## config.mk

```make
export PLATFORM = sky130hd
export DESIGN_NAME = c_escape_sequence_decoder_top
export DESIGN_NICKNAME = d
export VERILOG_FILES = /design/src/rtl/cesd_pkg.sv /design/src/rtl/cesd_front.sv /design/src/rtl/cesd_fifo.sv /design/src/rtl/cesd_back.sv /design/src/rtl/c_escape_sequence_decoder_top.sv
export SDC_FILE = /design/constraint.sdc
export NUM_CORES = 1
export LEC_CHECK = 0
export ABC_CLOCK_PERIOD_IN_PS = 3000
export BUFFER_PORTS_ARGS = -buffer_cell sky130_fd_sc_hd__buf_2
export CAP_MARGIN = 15
export CORE_MARGIN = 2
export CORE_UTILIZATION = 56
export CTS_CLUSTER_DIAMETER = 60
export DETAILED_ROUTE_END_ITERATION = 10
export MAX_ROUTING_LAYER = met4
export PLACE_DENSITY = 0.84
export SLEW_MARGIN = 40
export SYNTH_ARGS = -nofsm -noshare
export SYNTH_HDL_FRONTEND = slang
export SYNTH_HIERARCHICAL = 1
export SYNTH_SLANG_ARGS = --single-unit
export TNS_END_PERCENT = 20
```

## constraint.sdc

```tcl
create_clock -name clk -period 3 [get_ports clk]
set_input_delay 0.15 -clock clk [delete_from_list [all_inputs] [get_ports clk]]
set_output_delay 0.15 -clock clk [all_outputs]
set_load 0.02 [all_outputs]
```

## src/rtl/cesd_pkg.sv

```systemverilog
// Shared types and constants for the C escape sequence decoder.
// No dependencies; used by every module in rtl/.
`default_nettype none

package cesd_pkg;

  typedef enum logic [1:0] {
    MODE_PLAIN = 2'd0,
    MODE_ESC   = 2'd1,
    MODE_HEX   = 2'd2,
    MODE_OCT   = 2'd3
  } mode_t;

  localparam logic [7:0] CH_BACKSLASH = 8'h5C;
  localparam logic [7:0] CH_B         = 8'h62;
  localparam logic [7:0] CH_F         = 8'h66;
  localparam logic [7:0] CH_N         = 8'h6E;
  localparam logic [7:0] CH_R         = 8'h72;
  localparam logic [7:0] CH_T         = 8'h74;
  localparam logic [7:0] CH_X         = 8'h78;
  localparam logic [7:0] CH_0         = 8'h30;
  localparam logic [7:0] CH_7         = 8'h37;
  localparam logic [7:0] CH_9         = 8'h39;

  localparam logic [7:0] CODE_BS  = 8'd8;
  localparam logic [7:0] CODE_FF  = 8'd12;
  localparam logic [7:0] CODE_LF  = 8'd10;
  localparam logic [7:0] CODE_CR  = 8'd13;
  localparam logic [7:0] CODE_TAB = 8'd9;

  localparam logic [1:0] OCT_LAST_COUNT = 2'd2;

  typedef struct packed {
    logic [7:0] out_byte;
    logic       octal_warning;
    logic       last_of_run;
    logic       last_of_string;
  } result_t;

  // one queue entry: all results caused by one input beat
  typedef struct packed {
    result_t first;
    result_t second;
    logic    two;
  } entry_t;

  function automatic logic is_dec(input logic [7:0] c);
    is_dec = (c >= CH_0) && (c <= CH_9);
  endfunction

  // {valid, value}
  function automatic logic [4:0] hex_val(input logic [7:0] c);
    logic [4:0] r;
    r = 5'd0;
    if (is_dec(c)) begin
      r = {1'b1, c[3:0]};
    end else if ((c >= 8'h61 && c <= 8'h66) || (c >= 8'h41 && c <= 8'h46)) begin
      r = {1'b1, c[3:0] + 4'd9};
    end
    hex_val = r;
  endfunction

endpackage

`default_nettype wire

```

## src/rtl/cesd_front.sv

```systemverilog
// Front end: accepts input beats, tracks escape state, builds queue entries.
// Depends on cesd_pkg.
`default_nettype none

module cesd_front (
  input  wire logic             clk,
  input  wire logic             rst,
  input  wire logic             in_fire,
  input  wire logic [7:0]       in_byte,
  input  wire logic             end_of_string,
  output logic                  push,
  output cesd_pkg::entry_t      push_entry
);

  cesd_pkg::mode_t mode, mode_next;
  logic [1:0]      digit_count, digit_count_next;
  logic [7:0]      acc, acc_next;
  logic            warn, warn_next;

  logic            e0, e1;
  logic [7:0]      b0, b1;
  logic            w0;
  logic            plain_esc;
  logic [4:0]      hv;
  logic [7:0]      oct_acc;
  logic            oct_warn;

  always_comb begin
    plain_esc        = (in_byte == cesd_pkg::CH_BACKSLASH) && !end_of_string;
    hv               = cesd_pkg::hex_val(in_byte);
    oct_acc          = {acc[4:0], 3'b000} + {4'd0, in_byte[3:0]};
    oct_warn         = warn | (in_byte > cesd_pkg::CH_7);
    mode_next        = mode;
    digit_count_next = digit_count;
    acc_next         = acc;
    warn_next        = warn;
    e0 = 1'b0;
    e1 = 1'b0;
    b0 = in_byte;
    b1 = in_byte;
    w0 = 1'b0;
    unique case (mode)
      cesd_pkg::MODE_PLAIN: begin
        if (plain_esc) begin
          mode_next = cesd_pkg::MODE_ESC;
        end else begin
          e0 = 1'b1;
        end
      end
      cesd_pkg::MODE_ESC: begin
        mode_next = cesd_pkg::MODE_PLAIN;
        e0 = 1'b1;
        if (in_byte == cesd_pkg::CH_B) begin
          b0 = cesd_pkg::CODE_BS;
        end else if (in_byte == cesd_pkg::CH_F) begin
          b0 = cesd_pkg::CODE_FF;
        end else if (in_byte == cesd_pkg::CH_N) begin
          b0 = cesd_pkg::CODE_LF;
        end else if (in_byte == cesd_pkg::CH_R) begin
          b0 = cesd_pkg::CODE_CR;
        end else if (in_byte == cesd_pkg::CH_T) begin
          b0 = cesd_pkg::CODE_TAB;
        end else if (in_byte == cesd_pkg::CH_X) begin
          mode_next = cesd_pkg::MODE_HEX;
          acc_next  = 8'd0;
          e0 = end_of_string;
          b0 = 8'd0;
        end else if (cesd_pkg::is_dec(in_byte)) begin
          mode_next        = cesd_pkg::MODE_OCT;
          digit_count_next = 2'd1;
          acc_next         = {4'd0, in_byte[3:0]};
          warn_next        = in_byte > cesd_pkg::CH_7;
          e0 = end_of_string;
          b0 = {4'd0, in_byte[3:0]};
          w0 = in_byte > cesd_pkg::CH_7;
        end
      end
      cesd_pkg::MODE_HEX: begin
        if (hv[4]) begin
          acc_next = {acc[3:0], hv[3:0]};
          e0 = end_of_string;
          b0 = {acc[3:0], hv[3:0]};
        end else begin
          e0 = 1'b1;
          b0 = acc;
          acc_next  = 8'd0;
          if (plain_esc) begin
            mode_next = cesd_pkg::MODE_ESC;
          end else begin
            mode_next = cesd_pkg::MODE_PLAIN;
            e1 = 1'b1;
          end
        end
      end
      cesd_pkg::MODE_OCT: begin
        if (cesd_pkg::is_dec(in_byte)) begin
          acc_next         = oct_acc;
          warn_next        = oct_warn;
          digit_count_next = digit_count + 2'd1;
          if (digit_count == cesd_pkg::OCT_LAST_COUNT || end_of_string) begin
            e0 = 1'b1;
            b0 = oct_acc;
            w0 = oct_warn;
            mode_next        = cesd_pkg::MODE_PLAIN;
            digit_count_next = 2'd0;
            acc_next         = 8'd0;
            warn_next        = 1'b0;
          end
        end else begin
          e0 = 1'b1;
          b0 = acc;
          w0 = warn;
          digit_count_next = 2'd0;
          acc_next         = 8'd0;
          warn_next        = 1'b0;
          if (plain_esc) begin
            mode_next = cesd_pkg::MODE_ESC;
          end else begin
            mode_next = cesd_pkg::MODE_PLAIN;
            e1 = 1'b1;
          end
        end
      end
      default: begin
        mode_next = cesd_pkg::MODE_PLAIN;
      end
    endcase
    if (end_of_string) begin
      mode_next        = cesd_pkg::MODE_PLAIN;
      digit_count_next = 2'd0;
      acc_next         = 8'd0;
      warn_next        = 1'b0;
    end
  end

  always_comb begin
    push                             = in_fire && e0;
    push_entry.two                   = e1;
    push_entry.first.out_byte        = b0;
    push_entry.first.octal_warning   = w0;
    push_entry.first.last_of_run     = !e1;
    push_entry.first.last_of_string  = !e1 && end_of_string;
    push_entry.second.out_byte       = b1;
    push_entry.second.octal_warning  = 1'b0;
    push_entry.second.last_of_run    = 1'b1;
    push_entry.second.last_of_string = end_of_string;
  end

  always_ff @(posedge clk) begin
    if (rst) begin
      mode        <= cesd_pkg::MODE_PLAIN;
      digit_count <= 2'd0;
      acc         <= 8'd0;
      warn        <= 1'b0;
    end else if (in_fire) begin
      mode        <= mode_next;
      digit_count <= digit_count_next;
      acc         <= acc_next;
      warn        <= warn_next;
    end
  end

endmodule

`default_nettype wire

```

## src/rtl/cesd_fifo.sv

```systemverilog
// Short queue of decoded entries between front and back end.
// Depends on cesd_pkg.
`default_nettype none

module cesd_fifo #(
  parameter int DEPTH = 4
) (
  input  wire logic             clk,
  input  wire logic             rst,
  input  wire logic             push,
  input  wire cesd_pkg::entry_t push_entry,
  input  wire logic             pop,
  output cesd_pkg::entry_t      head,
  output logic                  empty,
  output logic                  full
);

  localparam int AW = (DEPTH > 1) ? $clog2(DEPTH) : 1;
  localparam int CW = $clog2(DEPTH + 1);
  localparam logic [CW-1:0] DEPTH_C = CW'(DEPTH);

  cesd_pkg::entry_t mem [DEPTH];
  logic [AW-1:0]    wr_ptr, rd_ptr;
  logic [CW-1:0]    count;

  assign empty = (count == '0);
  assign full  = (count == DEPTH_C);
  assign head  = mem[rd_ptr];

  function automatic logic [AW-1:0] ptr_inc(input logic [AW-1:0] p);
    ptr_inc = (p == AW'(DEPTH - 1)) ? '0 : p + AW'(1);
  endfunction

  always_ff @(posedge clk) begin
    if (push) begin
      mem[wr_ptr] <= push_entry;
    end
  end

  always_ff @(posedge clk) begin
    if (rst) begin
      wr_ptr <= '0;
      rd_ptr <= '0;
      count  <= '0;
    end else begin
      if (push) begin
        wr_ptr <= ptr_inc(wr_ptr);
      end
      if (pop) begin
        rd_ptr <= ptr_inc(rd_ptr);
      end
      if (push && !pop) begin
        count <= count + CW'(1);
      end else if (pop && !push) begin
        count <= count - CW'(1);
      end
    end
  end

endmodule

`default_nettype wire

```

## src/rtl/cesd_back.sv

```systemverilog
// Back end: drains queue entries into the output register, one result a beat while the output is not stalled.
// Depends on cesd_pkg.
`default_nettype none

module cesd_back (
  input  wire logic             clk,
  input  wire logic             rst,
  input  wire cesd_pkg::entry_t head,
  input  wire logic             empty,
  output logic                  pop,
  output logic                  out_valid,
  input  wire logic             out_stall,
  output cesd_pkg::result_t     out_res
);

  logic              pending;
  cesd_pkg::result_t pend_res;
  logic              load;

  assign load = !out_valid || !out_stall;
  assign pop  = load && !pending && !empty;

  always_ff @(posedge clk) begin
    if (rst) begin
      out_valid <= 1'b0;
      pending   <= 1'b0;
    end else if (load) begin
      if (pending) begin
        out_valid <= 1'b1;
        pending   <= 1'b0;
      end else begin
        out_valid <= !empty;
        pending   <= !empty && head.two;
      end
    end
  end

  always_ff @(posedge clk) begin
    if (load) begin
      if (pending) begin
        out_res <= pend_res;
      end else begin
        out_res  <= head.first;
        pend_res <= head.second;
      end
    end
  end

endmodule

`default_nettype wire

```

## src/rtl/c_escape_sequence_decoder_top.sv

```systemverilog
// Top level of the C escape sequence decoder: front end, queue, back end.
// Depends on cesd_pkg, cesd_front, cesd_fifo, cesd_back.
//
//   channel | signals                                      | direction
//   in      | in_valid, in_stall, in_byte, end_of_string   | into block
//   out     | out_valid, out_stall, out_byte,              | out of block
//           | octal_warning, last_of_run, last_of_string   |
//
// One input beat per cycle is accepted while the queue has room.
// A result is written into the queue with its input beat and then loaded into the output register.
// An input that causes two results holds the back end until both have been sent;
// the queue absorbs this, stalling the input only when it fills.
// Synchronous reset returns to plain text with the queue and output empty.
`default_nettype none

module c_escape_sequence_decoder_top #(
  parameter int FIFO_DEPTH = 4
) (
  input  wire logic       clk,
  input  wire logic       rst,
  input  wire logic       in_valid,
  output logic            in_stall,
  input  wire logic [7:0] in_byte,
  input  wire logic       end_of_string,
  output logic            out_valid,
  input  wire logic       out_stall,
  output logic [7:0]      out_byte,
  output logic            octal_warning,
  output logic            last_of_run,
  output logic            last_of_string
);

  logic              in_fire;
  logic              push, pop, empty, full;
  cesd_pkg::entry_t  push_entry, head;
  cesd_pkg::result_t out_res;

  assign in_stall = full;
  assign in_fire  = in_valid && !in_stall;

  cesd_front u_front (
    .clk           (clk),
    .rst           (rst),
    .in_fire       (in_fire),
    .in_byte       (in_byte),
    .end_of_string (end_of_string),
    .push          (push),
    .push_entry    (push_entry)
  );

  cesd_fifo #(
    .DEPTH (FIFO_DEPTH)
  ) u_fifo (
    .clk        (clk),
    .rst        (rst),
    .push       (push),
    .push_entry (push_entry),
    .pop        (pop),
    .head       (head),
    .empty      (empty),
    .full       (full)
  );

  cesd_back u_back (
    .clk       (clk),
    .rst       (rst),
    .head      (head),
    .empty     (empty),
    .pop       (pop),
    .out_valid (out_valid),
    .out_stall (out_stall),
    .out_res   (out_res)
  );

  assign out_byte       = out_res.out_byte;
  assign octal_warning  = out_res.octal_warning;
  assign last_of_run    = out_res.last_of_run;
  assign last_of_string = out_res.last_of_string;

endmodule

`default_nettype wire

```

==> results of run 1 <==
-- kinds of logic after synthesis --
| family | after synthesis |
|---|---|
| buffers and inverters | 51 |
| muxes | 45 |
| AOI/OAI and AO/OA | 91 |
| xor gates and xnor gates | 6 |
| DFF | 138 |
| other | 2 |
| and+or+nand+nor | 115 |
| adders and majority gates | 20 |
-- power breakdown --
part	internal, mW	switching [mW]	total (mW)	leakage [nW]
combinational	0.569	0.722	1.29	1.04
clock	1.57	0.810	2.38	0.319
sequential	2.47	0.141	2.61	1.26
total	4.61	1.67	6.28	2.63
-- synth_stat cells, types with 3 or more instances --
| cell type | count | area [um2] |
|---|---|---|
| edfxtp_1 | 114 | 3423 |
| nand2_1 | 35 | 131.4 |
| dfxtp_1 | 24 | 480.5 |
| nor2_1 | 23 | 86.33 |
| o21ai_0 | 23 | 115.1 |
| mux4_2 | 20 | 450.4 |
| a21oi_1 | 19 | 95.09 |
| ha_1 | 19 | 237.7 |
| inv_1 | 16 | 60.06 |
| buf_4 | 14 | 105.1 |
| clkbuf_1 | 13 | 48.80 |
| mux2_2 | 12 | 135.1 |
| mux2i_1 | 10 | 100.1 |
| nand3_1 | 7 | 35.03 |
| a22oi_1 | 6 | 45.04 |
| and3_1 | 6 | 37.54 |
| nand2b_1 | 6 | 37.54 |
| buf_2 | 5 | 25.02 |
| nor2b_1 | 5 | 31.28 |
| nor3_1 | 5 | 25.02 |
| and2_1 | 4 | 25.02 |
| nand3b_1 | 4 | 30.03 |
| xor2_1 | 4 | 35.03 |
| a221oi_1 | 3 | 26.28 |
| a32oi_1 | 3 | 26.28 |
| mux4_1 | 3 | 78.83 |
| nor3b_1 | 3 | 22.52 |
| o21bai_1 | 3 | 22.52 |
| o221ai_1 | 3 | 26.28 |
| or3_1 | 3 | 18.77 |
| or4_1 | 3 | 22.52 |
-- cell usage in the layout (no fill, tap or decap), types with 4 or more instances in the layout --
master / count
nand3b_1: 4
buf_4: 25
bufinv_16: 6
dfxtp_1: 24
edfxtp_1: 114
nor2_1: 23
nand2_1: 35
and3_1: 6
mux2i_1: 10
mux2_2: 12
inv_1: 16
and2_1: 4
nand2b_1: 6
clkbuf_16: 17
nand3_1: 7
a21oi_1: 19
buf_2: 25
mux4_2: 20
o21ai_0: 23
a22oi_1: 6
ha_1: 18
nor2b_1: 5
nor3_1: 5
xor2_1: 4
-- state kept, by name (all words and copies together) (netlist names), 2 cells and up, named ones only --
register             cells
u_back/out_res          11
u_fifo/rd_ptr            2
u_front/acc              8
u_back/pend_res         11
u_fifo/count             3
u_front/mode             2
u_front/digit_count      2
u_fifo/mem              92
u_fifo/wr_ptr            2
-- path summary, 6_finish.rpt --
check                          startpoint                      endpoint  slack [ns]
min                            in_byte[2]    u_fifo/mem[1][6]$_DFFE_PP_        0.10
max          u_front/mode[1]$_SDFFE_PP0P_  u_fifo/count[2]$_SDFFE_PP0P_        0.28
max reg2reg  u_front/mode[1]$_SDFFE_PP0P_  u_fifo/count[2]$_SDFFE_PP0P_        0.28
min reg2reg   u_front/acc[7]$_SDFFE_PP0P_   u_front/acc[7]$_SDFFE_PP0P_        0.46
-- metrics by stage --
stage	total power, mW	hold slack, ns	utilization [%]
6_report	6.280	0.1035	65.41
5_1_grt	6.496	0.09970	65.41
4_1_cts	6.318	0.08223	65.38
3_5_place_dp	3.915	0.4533	59.50
3_3_place_gp	3.828	0.4421	59.50
2_1_floorplan	3.576	0.2191	-
-- per-layer routing --
metal	track usage [%]	wire length, um
met1	32.77	5995
met2	43.47	7943
met3	6.097	1099
met4	8.862	305
met5	-	0
-- cell type report --
cell class,count,area [um2],share of cell area (%)
flip-flops and latches,138,3904,52.27
multi-input cells,279,2341,31.35
clock buffers,18,429.2,5.746
repair buffers,50,312.8,4.188
clock inverters,14,242.7,3.250
well taps,143,178.9,2.396
inverters,16,60.06,0.8042
==> impl_metrics.env, run 1 <==
export IMPL_slowest_stage="fa_1"
export IMPL_wirelength_mm=15.34
export IMPL_via_count=4247
export IMPL_ant_nets=0
export IMPL_start_util_pct=57.18
export IMPL_pre_cts_slack_ns=0.06590
export IMPL_design_core_area_um2=11420
export IMPL_ir_drop_mv=0.8767
export IMPL_cts_tree="yes"
export IMPL_required_ns=3.35
export IMPL_postSynthCellCount=468
export IMPL_cts_sinks=138
export IMPL_p_per_area_nw_per_um2=840.9
export IMPL_drt_first_iter_violations=488
export IMPL_placed_cell_area_um2=6794
export IMPL_clock_fmax_ghz=0.3678
export IMPL_antenna_found_initial=0
export IMPL_rows=39
export IMPL_ff2ff_path_depth=12
export IMPL_synthDistinctLibCells=68
export IMPL_fin_nets=535
export IMPL_synth_compound_area_share_pct=10.18
export IMPL_min_path_cells=1
export IMPL_slew_limit_headroom_pct=56.86
export IMPL_dp_cells=626
export IMPL_grt_overflow=0
export IMPL_clk_latency_ns=0.42
export IMPL_dr_pass1_iters=7
export IMPL_final_hold_viol_count=0
export IMPL_synth_yosys_seq_area_share_pct=59.79
export IMPL_start_kind="flip-flop"
export IMPL_synth_warnings=6
export IMPL_viasPerCell=6.454
export IMPL_synth_xor_area_share_pct=0.8049
export IMPL_avgSynthCellArea_um2=13.95
export IMPL_n_fill_cell=812
export IMPL_fin_skew_ns=0.007093
export IMPL_place_congestion=0.9430
export IMPL_synth_simple_area_share_pct=9.007
export IMPL_synth_edff_count=114
export IMPL_worstPathBufferInverterCount=2
export IMPL_fp_dieW_um=112.0
export IMPL_crit_path_end_kind="flip-flop"
export IMPL_worst_slack_ns=0.2813
export IMPL_crit_top_cell="inv_1"
export IMPL_die_h_um=112.0
export IMPL_syn_cell_area_um2=6529
export IMPL_grt_max_degree=24
export IMPL_grt_pass1_wl_mm=23.94
export IMPL_setup_violations=0
export IMPL_tightest_slew_ns=0.6403
export IMPL_synth_top_family_by_area="multiplexers"
export IMPL_path_delay_family="adder cells"
export IMPL_drc=0
export IMPL_period_share_pct=90.62
export IMPL_area_delta_synth_final_pct=14.39
export IMPL_cts_hold_buf=0
export IMPL_max_cap_viol_count=0
export IMPL_hpwl_mm=9.594
export IMPL_cp_depth=12
export IMPL_rsz0062_at_grt="false"
export IMPL_cts_root_buf="clkbuf_16"
export IMPL_crit_type="reg2reg"
export IMPL_final_layout_size_suffix_gt1_share_pct=23.88
export IMPL_post_cts_buffers=0
export IMPL_period_needed_ns=2.719
export IMPL_stdcell_count=658
export IMPL_max_stage_delay_ns=0.39
export IMPL_htree_levels=4
export IMPL_synthMuxAreaShare_pct=11.71
export IMPL_fin_area_um2=7468
export IMPL_synth_seq_cells=138
export IMPL_clk_path_buf_depth=2
export IMPL_synth_fp_nets=501
export IMPL_num_antenna_cells=0
export IMPL_ctsResizeCount=0
export IMPL_clk_pin_slew_worst_paths_ns=0.06
export IMPL_final_max_slew_viol_count=0
export IMPL_numCtsBuffers=17
export IMPL_grt_util_all_layers_pct=26.46
export IMPL_routedWlPerCell_um=23.32
export IMPL_fin_setup_tns_ns=0
export IMPL_hp_class="in2reg"
export IMPL_grt_pass1_vias=4238
export IMPL_port_buffers=25
export IMPL_power_leakage_nw=2.626
export IMPL_synthArstFlopShare_pct=0
export IMPL_ys_flop_type="edfxtp_1"
export IMPL_crit_arrival_ns=3.07
export IMPL_synth_adder_area_share_pct=3.948
export IMPL_status="finished clean"
export IMPL_crit_chain="inv_1, ha_2, nand3_1, a21boi_0, nand4b_1, and3_1, ha_1, inv_1, fa_1, xor2_1, or3_1, a21oi_1"
export IMPL_die_area_um2=12540
export IMPL_ios=26
export IMPL_path_max_fanout=9
Note: power is estimated with default switching activity, not from simulation.
==> run 2: changes to the inputs <==
--- a/config.mk
+++ b/config.mk
@@ -5,15 +5,16 @@
 export SDC_FILE = /design/constraint.sdc
 export NUM_CORES = 1
 export LEC_CHECK = 0
-export ABC_CLOCK_PERIOD_IN_PS = 3000
+export ABC_AREA = 1
+export ABC_CLOCK_PERIOD_IN_PS = 3200
 export BUFFER_PORTS_ARGS = -buffer_cell sky130_fd_sc_hd__buf_2
 export CAP_MARGIN = 15
 export CORE_MARGIN = 2
-export CORE_UTILIZATION = 56
+export CORE_UTILIZATION = 60
 export CTS_CLUSTER_DIAMETER = 60
 export DETAILED_ROUTE_END_ITERATION = 10
 export MAX_ROUTING_LAYER = met4
-export PLACE_DENSITY = 0.84
+export PLACE_DENSITY = 0.86
 export SLEW_MARGIN = 40
 export SYNTH_ARGS = -nofsm -noshare
 export SYNTH_HDL_FRONTEND = slang
==> constraint.sdc (replaced) <==
create_clock -name clk -period 3.2 [get_ports clk]
set_input_delay 0.16 -clock clk [delete_from_list [all_inputs] [get_ports clk]]
set_output_delay 0.16 -clock clk [all_outputs]
set_load 0.02 [all_outputs]
==> impl_metrics.env, run 2 <==
export IMPL_status="finished clean"
export IMPL_power_leakage_nw=3.046
export IMPL_cts_root_buf="clkbuf_16"
export IMPL_synth_warnings=6
export IMPL_fp_dieW_um=110.6
export IMPL_crit_chain="inv_1, ha_1, nand3_2, nand4_1, nand3_1, inv_1, ha_1, inv_1, fa_1, inv_1, nand2_1, nand3_1, nand2_1, inv_1, nor2_1"
export IMPL_via_count=5133
export IMPL_place_congestion=0.9102
export IMPL_clk_pin_slew_worst_paths_ns=0.06
export IMPL_path_max_fanout=10
export IMPL_antenna_found_initial=0
export IMPL_regToRegEndpoint="u_fifo/count[2]$_SDFFE_PP0P_"
export IMPL_min_to="u_fifo/mem[3][10]$_DFFE_PP_"
export IMPL_use_met3_pct=6.202
export IMPL_start_util_pct=62.05
export IMPL_synth_fp_nets=747
export IMPL_final_hold_viol_count=0
export IMPL_dr_pass1_iters=5
export IMPL_grt_overflow=0
export IMPL_post_cts_buffers=0
export IMPL_fin_setup_tns_ns=0
export IMPL_grt_use_met1_pct=36.27
export IMPL_clk_path_buf_depth=2
export IMPL_numCtsBuffers=17
export IMPL_reg_top3="u_fifo/mem: 92 flops, u_back/out_res: 11 flops, u_back/pend_res: 11 flops"
export IMPL_ff2ff_path_depth=15
export IMPL_grt_util_all_layers_pct=28.34
export IMPL_num_antenna_cells=0
export IMPL_min_from="in_byte[6]"
export IMPL_crit_arrival_ns=2.92
export IMPL_final_max_slew_viol_count=0
export IMPL_synth_edff_count=114
export IMPL_synth_yosys_seq_area_share_pct=57.28
export IMPL_fin_skew_ns=0.009650
export IMPL_layout_commonest_cell="nand2_1"
export IMPL_required_ns=3.52
export IMPL_period_needed_ns=2.604
export IMPL_synth_most_common_cell="nand2_1"
export IMPL_routedWlPerCell_um=18.45
export IMPL_ys_flop_type="edfxtp_1"
export IMPL_grt_pass1_wl_mm=26.34
export IMPL_grt_max_degree=47
export IMPL_start_kind="flip-flop"
export IMPL_hpwl_mm=10.91
export IMPL_synth_top_cell_by_area="edfxtp_1"
export IMPL_tightest_slew_ns=0.7640
export IMPL_max_cap_viol_count=0
export IMPL_rows=38
export IMPL_synthTopCellsByCount="nand2_1, edfxtp_1, nor2_1"
export IMPL_area_delta_synth_final_pct=10.57
export IMPL_cts_sinks=138
export IMPL_regToRegStartpoint="u_front/mode[0]$_SDFFE_PP0P_"
export IMPL_worstPathBufferInverterCount=5
export IMPL_holdWs_ns=0.04484
export IMPL_period_share_pct=81.38
export IMPL_viasPerCell=5.807
export IMPL_fin_nets=764
export IMPL_setup_violations=0
export IMPL_max_stage_delay_ns=0.44
export IMPL_crit_type="reg2reg"
export IMPL_gr_usage_met2_pct=45.56
export IMPL_ios=26
export IMPL_yosys_area_top_type_share_pct=50.23
export IMPL_busiest_layer="met2"
export IMPL_wirelength_mm=16.31
export IMPL_synth_seq_cells=138
export IMPL_die_h_um=110.6
export IMPL_min_path_cells=1
export IMPL_synthArstFlopShare_pct=0
export IMPL_design_core_area_um2=10980
export IMPL_syn_cell_area_um2=6815
export IMPL_clock_fmax_ghz=0.3840
export IMPL_cts_tree="yes"
export IMPL_path_delay_family="adder cells"
export IMPL_hp_class="in2reg"
export IMPL_crit_top_cell="inv_1"
export IMPL_drt_first_iter_violations=550
export IMPL_port_buffers=25
export IMPL_ant_nets=0
export IMPL_top_register="u_fifo/mem"
export IMPL_grt_pass1_vias=5224
export IMPL_postSynthCellCount=714
export IMPL_drc=0
export IMPL_final_layout_size_suffix_gt1_share_pct=13.84
export IMPL_clk_latency_ns=0.42
export IMPL_largest_reg_flops=92
export IMPL_rsz0062_at_grt="false"
export IMPL_synthTopCellsByArea="edfxtp_1, nand2_1, dfxtp_1"
export IMPL_synthDistinctLibCells=37
export IMPL_crit_path_end_kind="flip-flop"
export IMPL_cts_hold_buf=0
export IMPL_slowest_stage="ha_1"
export IMPL_p_per_area_nw_per_um2=873.0
export IMPL_ctsResizeCount=0
export IMPL_worst_r2r_setup_slack_ns=0.60
export IMPL_avgSynthCellArea_um2=9.545
export IMPL_slew_limit_headroom_pct=48.99
export IMPL_die_area_um2=12230
export IMPL_htree_levels=4
export IMPL_ir_drop_mv=0.5674
export IMPL_final_cell_mix="nand2_1, edfxtp_1, nor2_1"
-- run 2: logic make-up after synthesis --
family,Yosys count,share of synthesized area (%)
compound gates,114,8.978
xor+xnor,5,0.6425
fa+ha+maj,20,3.782
buf+inv,104,7.912
flops,138,57.28
other cells,2,0.1102
simple gates,331,21.30
-- run 2: how the worst max path moves through the flow --
stage / start / endpoint / slack (ns) / depth (start not counted)
2_1_floorplan: u_fifo/count[1]$_SDFFE_PP0P_ / u_fifo/count[1]$_SDFFE_PP0P_ / 0.90 / 9
3_3_place_gp: in_byte[0] / u_fifo/count[1]$_SDFFE_PP0P_ / 0.41 / 17
3_5_place_dp: in_byte[1] / u_fifo/count[1]$_SDFFE_PP0P_ / 0.25 / 17
4_1_cts: u_front/mode[0]$_SDFFE_PP0P_ / u_fifo/count[2]$_SDFFE_PP0P_ / 0.62 / 15
5_1_grt: u_front/mode[0]$_SDFFE_PP0P_ / u_fifo/count[2]$_SDFFE_PP0P_ / 0.34 / 15
6_report: u_front/mode[0]$_SDFFE_PP0P_ / u_fifo/count[2]$_SDFFE_PP0P_ / 0.60 / 15
-- run 2: routing by layer --
layer  vias up  part of all wire [%]
met4         0                   1.6
met2       248                    50
met1      2417                    41
li1       2441                     -
met3        27                   7.3
met5         -                     0
-- run 2: power by group --
| part | leakage (nW) | internal (mW) | switching, mW |
|---|---|---|---|
| Combinational | 1.50 | 0.574 | 1.33 |
| Sequential | 1.26 | 2.47 | 0.192 |
| Clock | 0.290 | 1.24 | 0.773 |
-- run 2: final cells by class --
cell class / count / area, um2
Clock inverter: 14 / 185.2
Timing Repair Buffer: 38 / 222.7
Sequential cell: 138 / 3904
Clock buffer: 18 / 429.2
Inverter: 64 / 247.7
Fill cell: 812 / 3447
Multi-Input combinational cell: 472 / 2372
Tap cell: 140 / 175.2
-- run 2: through the flow --
stage	std cells	worst slack [ns]	util, %	power (mW)	area, um2
6_report	884	0.5957	68.61	6.579	7536
2_1_floorplan	714	0.9031	-	4.048	6815
4_1_cts	884	0.6247	68.61	6.579	7536
3_5_place_dp	852	0.2497	63.02	4.558	6922
5_1_grt	884	0.3357	68.61	6.919	7536
3_3_place_gp	852	0.4074	63.02	4.433	6922
==> run 3: changes to the inputs <==
--- a/config.mk
+++ b/config.mk
@@ -6,7 +6,7 @@
 export NUM_CORES = 1
 export LEC_CHECK = 0
 export ABC_AREA = 1
-export ABC_CLOCK_PERIOD_IN_PS = 3200
+export ABC_CLOCK_PERIOD_IN_PS = 2450
 export BUFFER_PORTS_ARGS = -buffer_cell sky130_fd_sc_hd__buf_2
 export CAP_MARGIN = 15
 export CORE_MARGIN = 2
==> constraint.sdc (replaced) <==
create_clock -name clk -period 2.45 [get_ports clk]
set_input_delay 0.1225 -clock clk [delete_from_list [all_inputs] [get_ports clk]]
set_output_delay 0.1225 -clock clk [all_outputs]
set_load 0.02 [all_outputs]
==> impl_metrics.env, run 3 (same netlist as run 2, synthesis figures left out) <==
export IMPL_status="finished clean"
export IMPL_die_area_um2=12230
export IMPL_hp_class="in2reg"
export IMPL_fin_skew_ns=0.008668
export IMPL_rsz0062_at_grt="false"
export IMPL_holdWs_ns=0.03068
export IMPL_reg_top3="u_fifo/mem: 92 flops, u_back/out_res: 11 flops, u_back/pend_res: 11 flops"
export IMPL_cts_tree="yes"
export IMPL_antenna_found_initial=0
export IMPL_period_share_pct=90.14
export IMPL_final_hold_viol_count=0
export IMPL_wirelength_mm=16.51
export IMPL_final_layout_size_suffix_gt1_share_pct=15.94
export IMPL_routedWlPerCell_um=18.37
export IMPL_clk_path_buf_depth=2
export IMPL_grt_pass1_vias=5335
export IMPL_layout_commonest_cell="nand2_1"
export IMPL_power_mw=8.709
export IMPL_clk_pin_slew_worst_paths_ns=0.06
export IMPL_setup_violations=0
export IMPL_clk_latency_ns=0.41
export IMPL_hpwl_mm=10.92
export IMPL_drt_first_iter_violations=526
export IMPL_dr_pass1_iters=6
export IMPL_crit_type="reg2reg"
export IMPL_num_antenna_cells=0
export IMPL_period_needed_ns=2.209
export IMPL_die_h_um=110.6
export IMPL_ir_drop_mv=0.7139
export IMPL_via_count=5238
export IMPL_crit_path_end_kind="flip-flop"
export IMPL_fin_nets=780
export IMPL_viasPerCell=5.826
export IMPL_top_register="u_fifo/mem"
export IMPL_grt_util_all_layers_pct=28.96
export IMPL_tightest_slew_ns=0.7003
export IMPL_grt_overflow=0
export IMPL_grt_max_degree=47
export IMPL_drc=0
export IMPL_port_buffers=25
export IMPL_design_core_area_um2=10980
export IMPL_rows=38
export IMPL_n_fill_cell=770
export IMPL_area_delta_synth_final_pct=13.27
export IMPL_htree_levels=4
export IMPL_worst_r2r_setup_slack_ns=0.24
export IMPL_clock_fmax_ghz=0.4528
export IMPL_start_kind="flip-flop"
export IMPL_required_ns=2.75
export IMPL_power_leakage_nw=3.142
export IMPL_start_util_pct=62.05
export IMPL_slew_limit_headroom_pct=53.31
export IMPL_cts_hold_buf=0
export IMPL_p_per_area_nw_per_um2=1128
export IMPL_numCtsBuffers=17
export IMPL_cts_root_buf="clkbuf_16"
export IMPL_largest_reg_flops=92
export IMPL_grt_pass1_wl_mm=26.54
export IMPL_path_max_fanout=5
export IMPL_ios=26
export IMPL_crit_arrival_ns=2.51
export IMPL_final_max_slew_viol_count=0
export IMPL_fp_dieW_um=110.6
export IMPL_max_cap_viol_count=0
export IMPL_ant_nets=0
export IMPL_cts_sinks=138
export IMPL_place_congestion=0.9931
export IMPL_final_cell_mix="nand2_1, edfxtp_1, nor2_1"
run 3: changes by cell type in the layout (fill, tap and decap cells not counted), moves of 2 or more:
cell	delta
buf_12	+4
clkinv_2	+3
buf_4	+12
inv_6	-2
run 3: final timing paths:
kind | endpoint | startpoint | cells past startpoint
max reg2reg | u_fifo/count[1]$_SDFFE_PP0P_ | u_front/mode[0]$_SDFFE_PP0P_ | 11
min | u_fifo/mem[3][10]$_DFFE_PP_ | in_byte[6] | 1
min reg2reg | u_front/acc[7]$_SDFFE_PP0P_ | u_front/acc[7]$_SDFFE_PP0P_ | 2
max | u_fifo/count[1]$_SDFFE_PP0P_ | u_front/mode[0]$_SDFFE_PP0P_ | 11
run 3: per-stage QoR:
stage / instances / cell area, um2 / setup slack [ns] / util (%) / setup TNS (ns)
global route: 899 / 7720 / 0.01870 / 70.29 / 0
global placement: 868 / 7092 / 0.05209 / 64.57 / 0
CTS: 899 / 7711 / 0.08998 / 70.21 / 0
detailed placement: 868 / 7092 / -0.02496 / 64.57 / -0.04441
floorplan: 714 / 6815 / 0.1531 / - / 0
finish: 899 / 7720 / 0.2415 / 70.29 / 0
run 3: worst max-delay path, cell delays in order, from the launching register on:
cell and delay (ns):
dfxtp_1 0.39, inv_1 0.10, ha_1 0.28, a21oi_1 0.14, nand4_1 0.11, nand3_1 0.10
inv_1 0.06, ha_1 0.21, inv_1 0.09, fa_1 0.42, o21ai_0 0.17, nor2_1 0.05
run 3: final cells by class:
type | instances | area, um2 | area share, %
clock buffers | 17 | 425.4 | 5.511
clock inverters | 14 | 193.9 | 2.512
well taps | 140 | 175.2 | 2.269
inverters | 64 | 247.7 | 3.209
multi-input cells | 472 | 2380 | 30.83
flip-flops and latches | 138 | 3905 | 50.58
repair buffers | 54 | 392.9 | 5.089
run 3: power breakdown:
group | internal, mW | switching [mW] | leakage [nW] | total (mW)
clock | 1.70 | 0.959 | 0.300 | 2.66
combinational | 0.801 | 1.76 | 1.58 | 2.56
sequential | 3.23 | 0.259 | 1.26 | 3.49
run 3: metal layers:
layer / vias up / share of wire (%) / global-route usage (%)
met3: 44 / 7.5 / 7.464
li1: 2472 / - / -
met4: 0 / 3.1 / 13.67
met5: - / 0 / -
met2: 251 / 50 / 47.44
met1: 2471 / 39 / 33.52
run 3: timing repair:
action                     CTS  global route
resized for setup            0             3
setup buffers                0             0
setup endpoints to repair    0             2
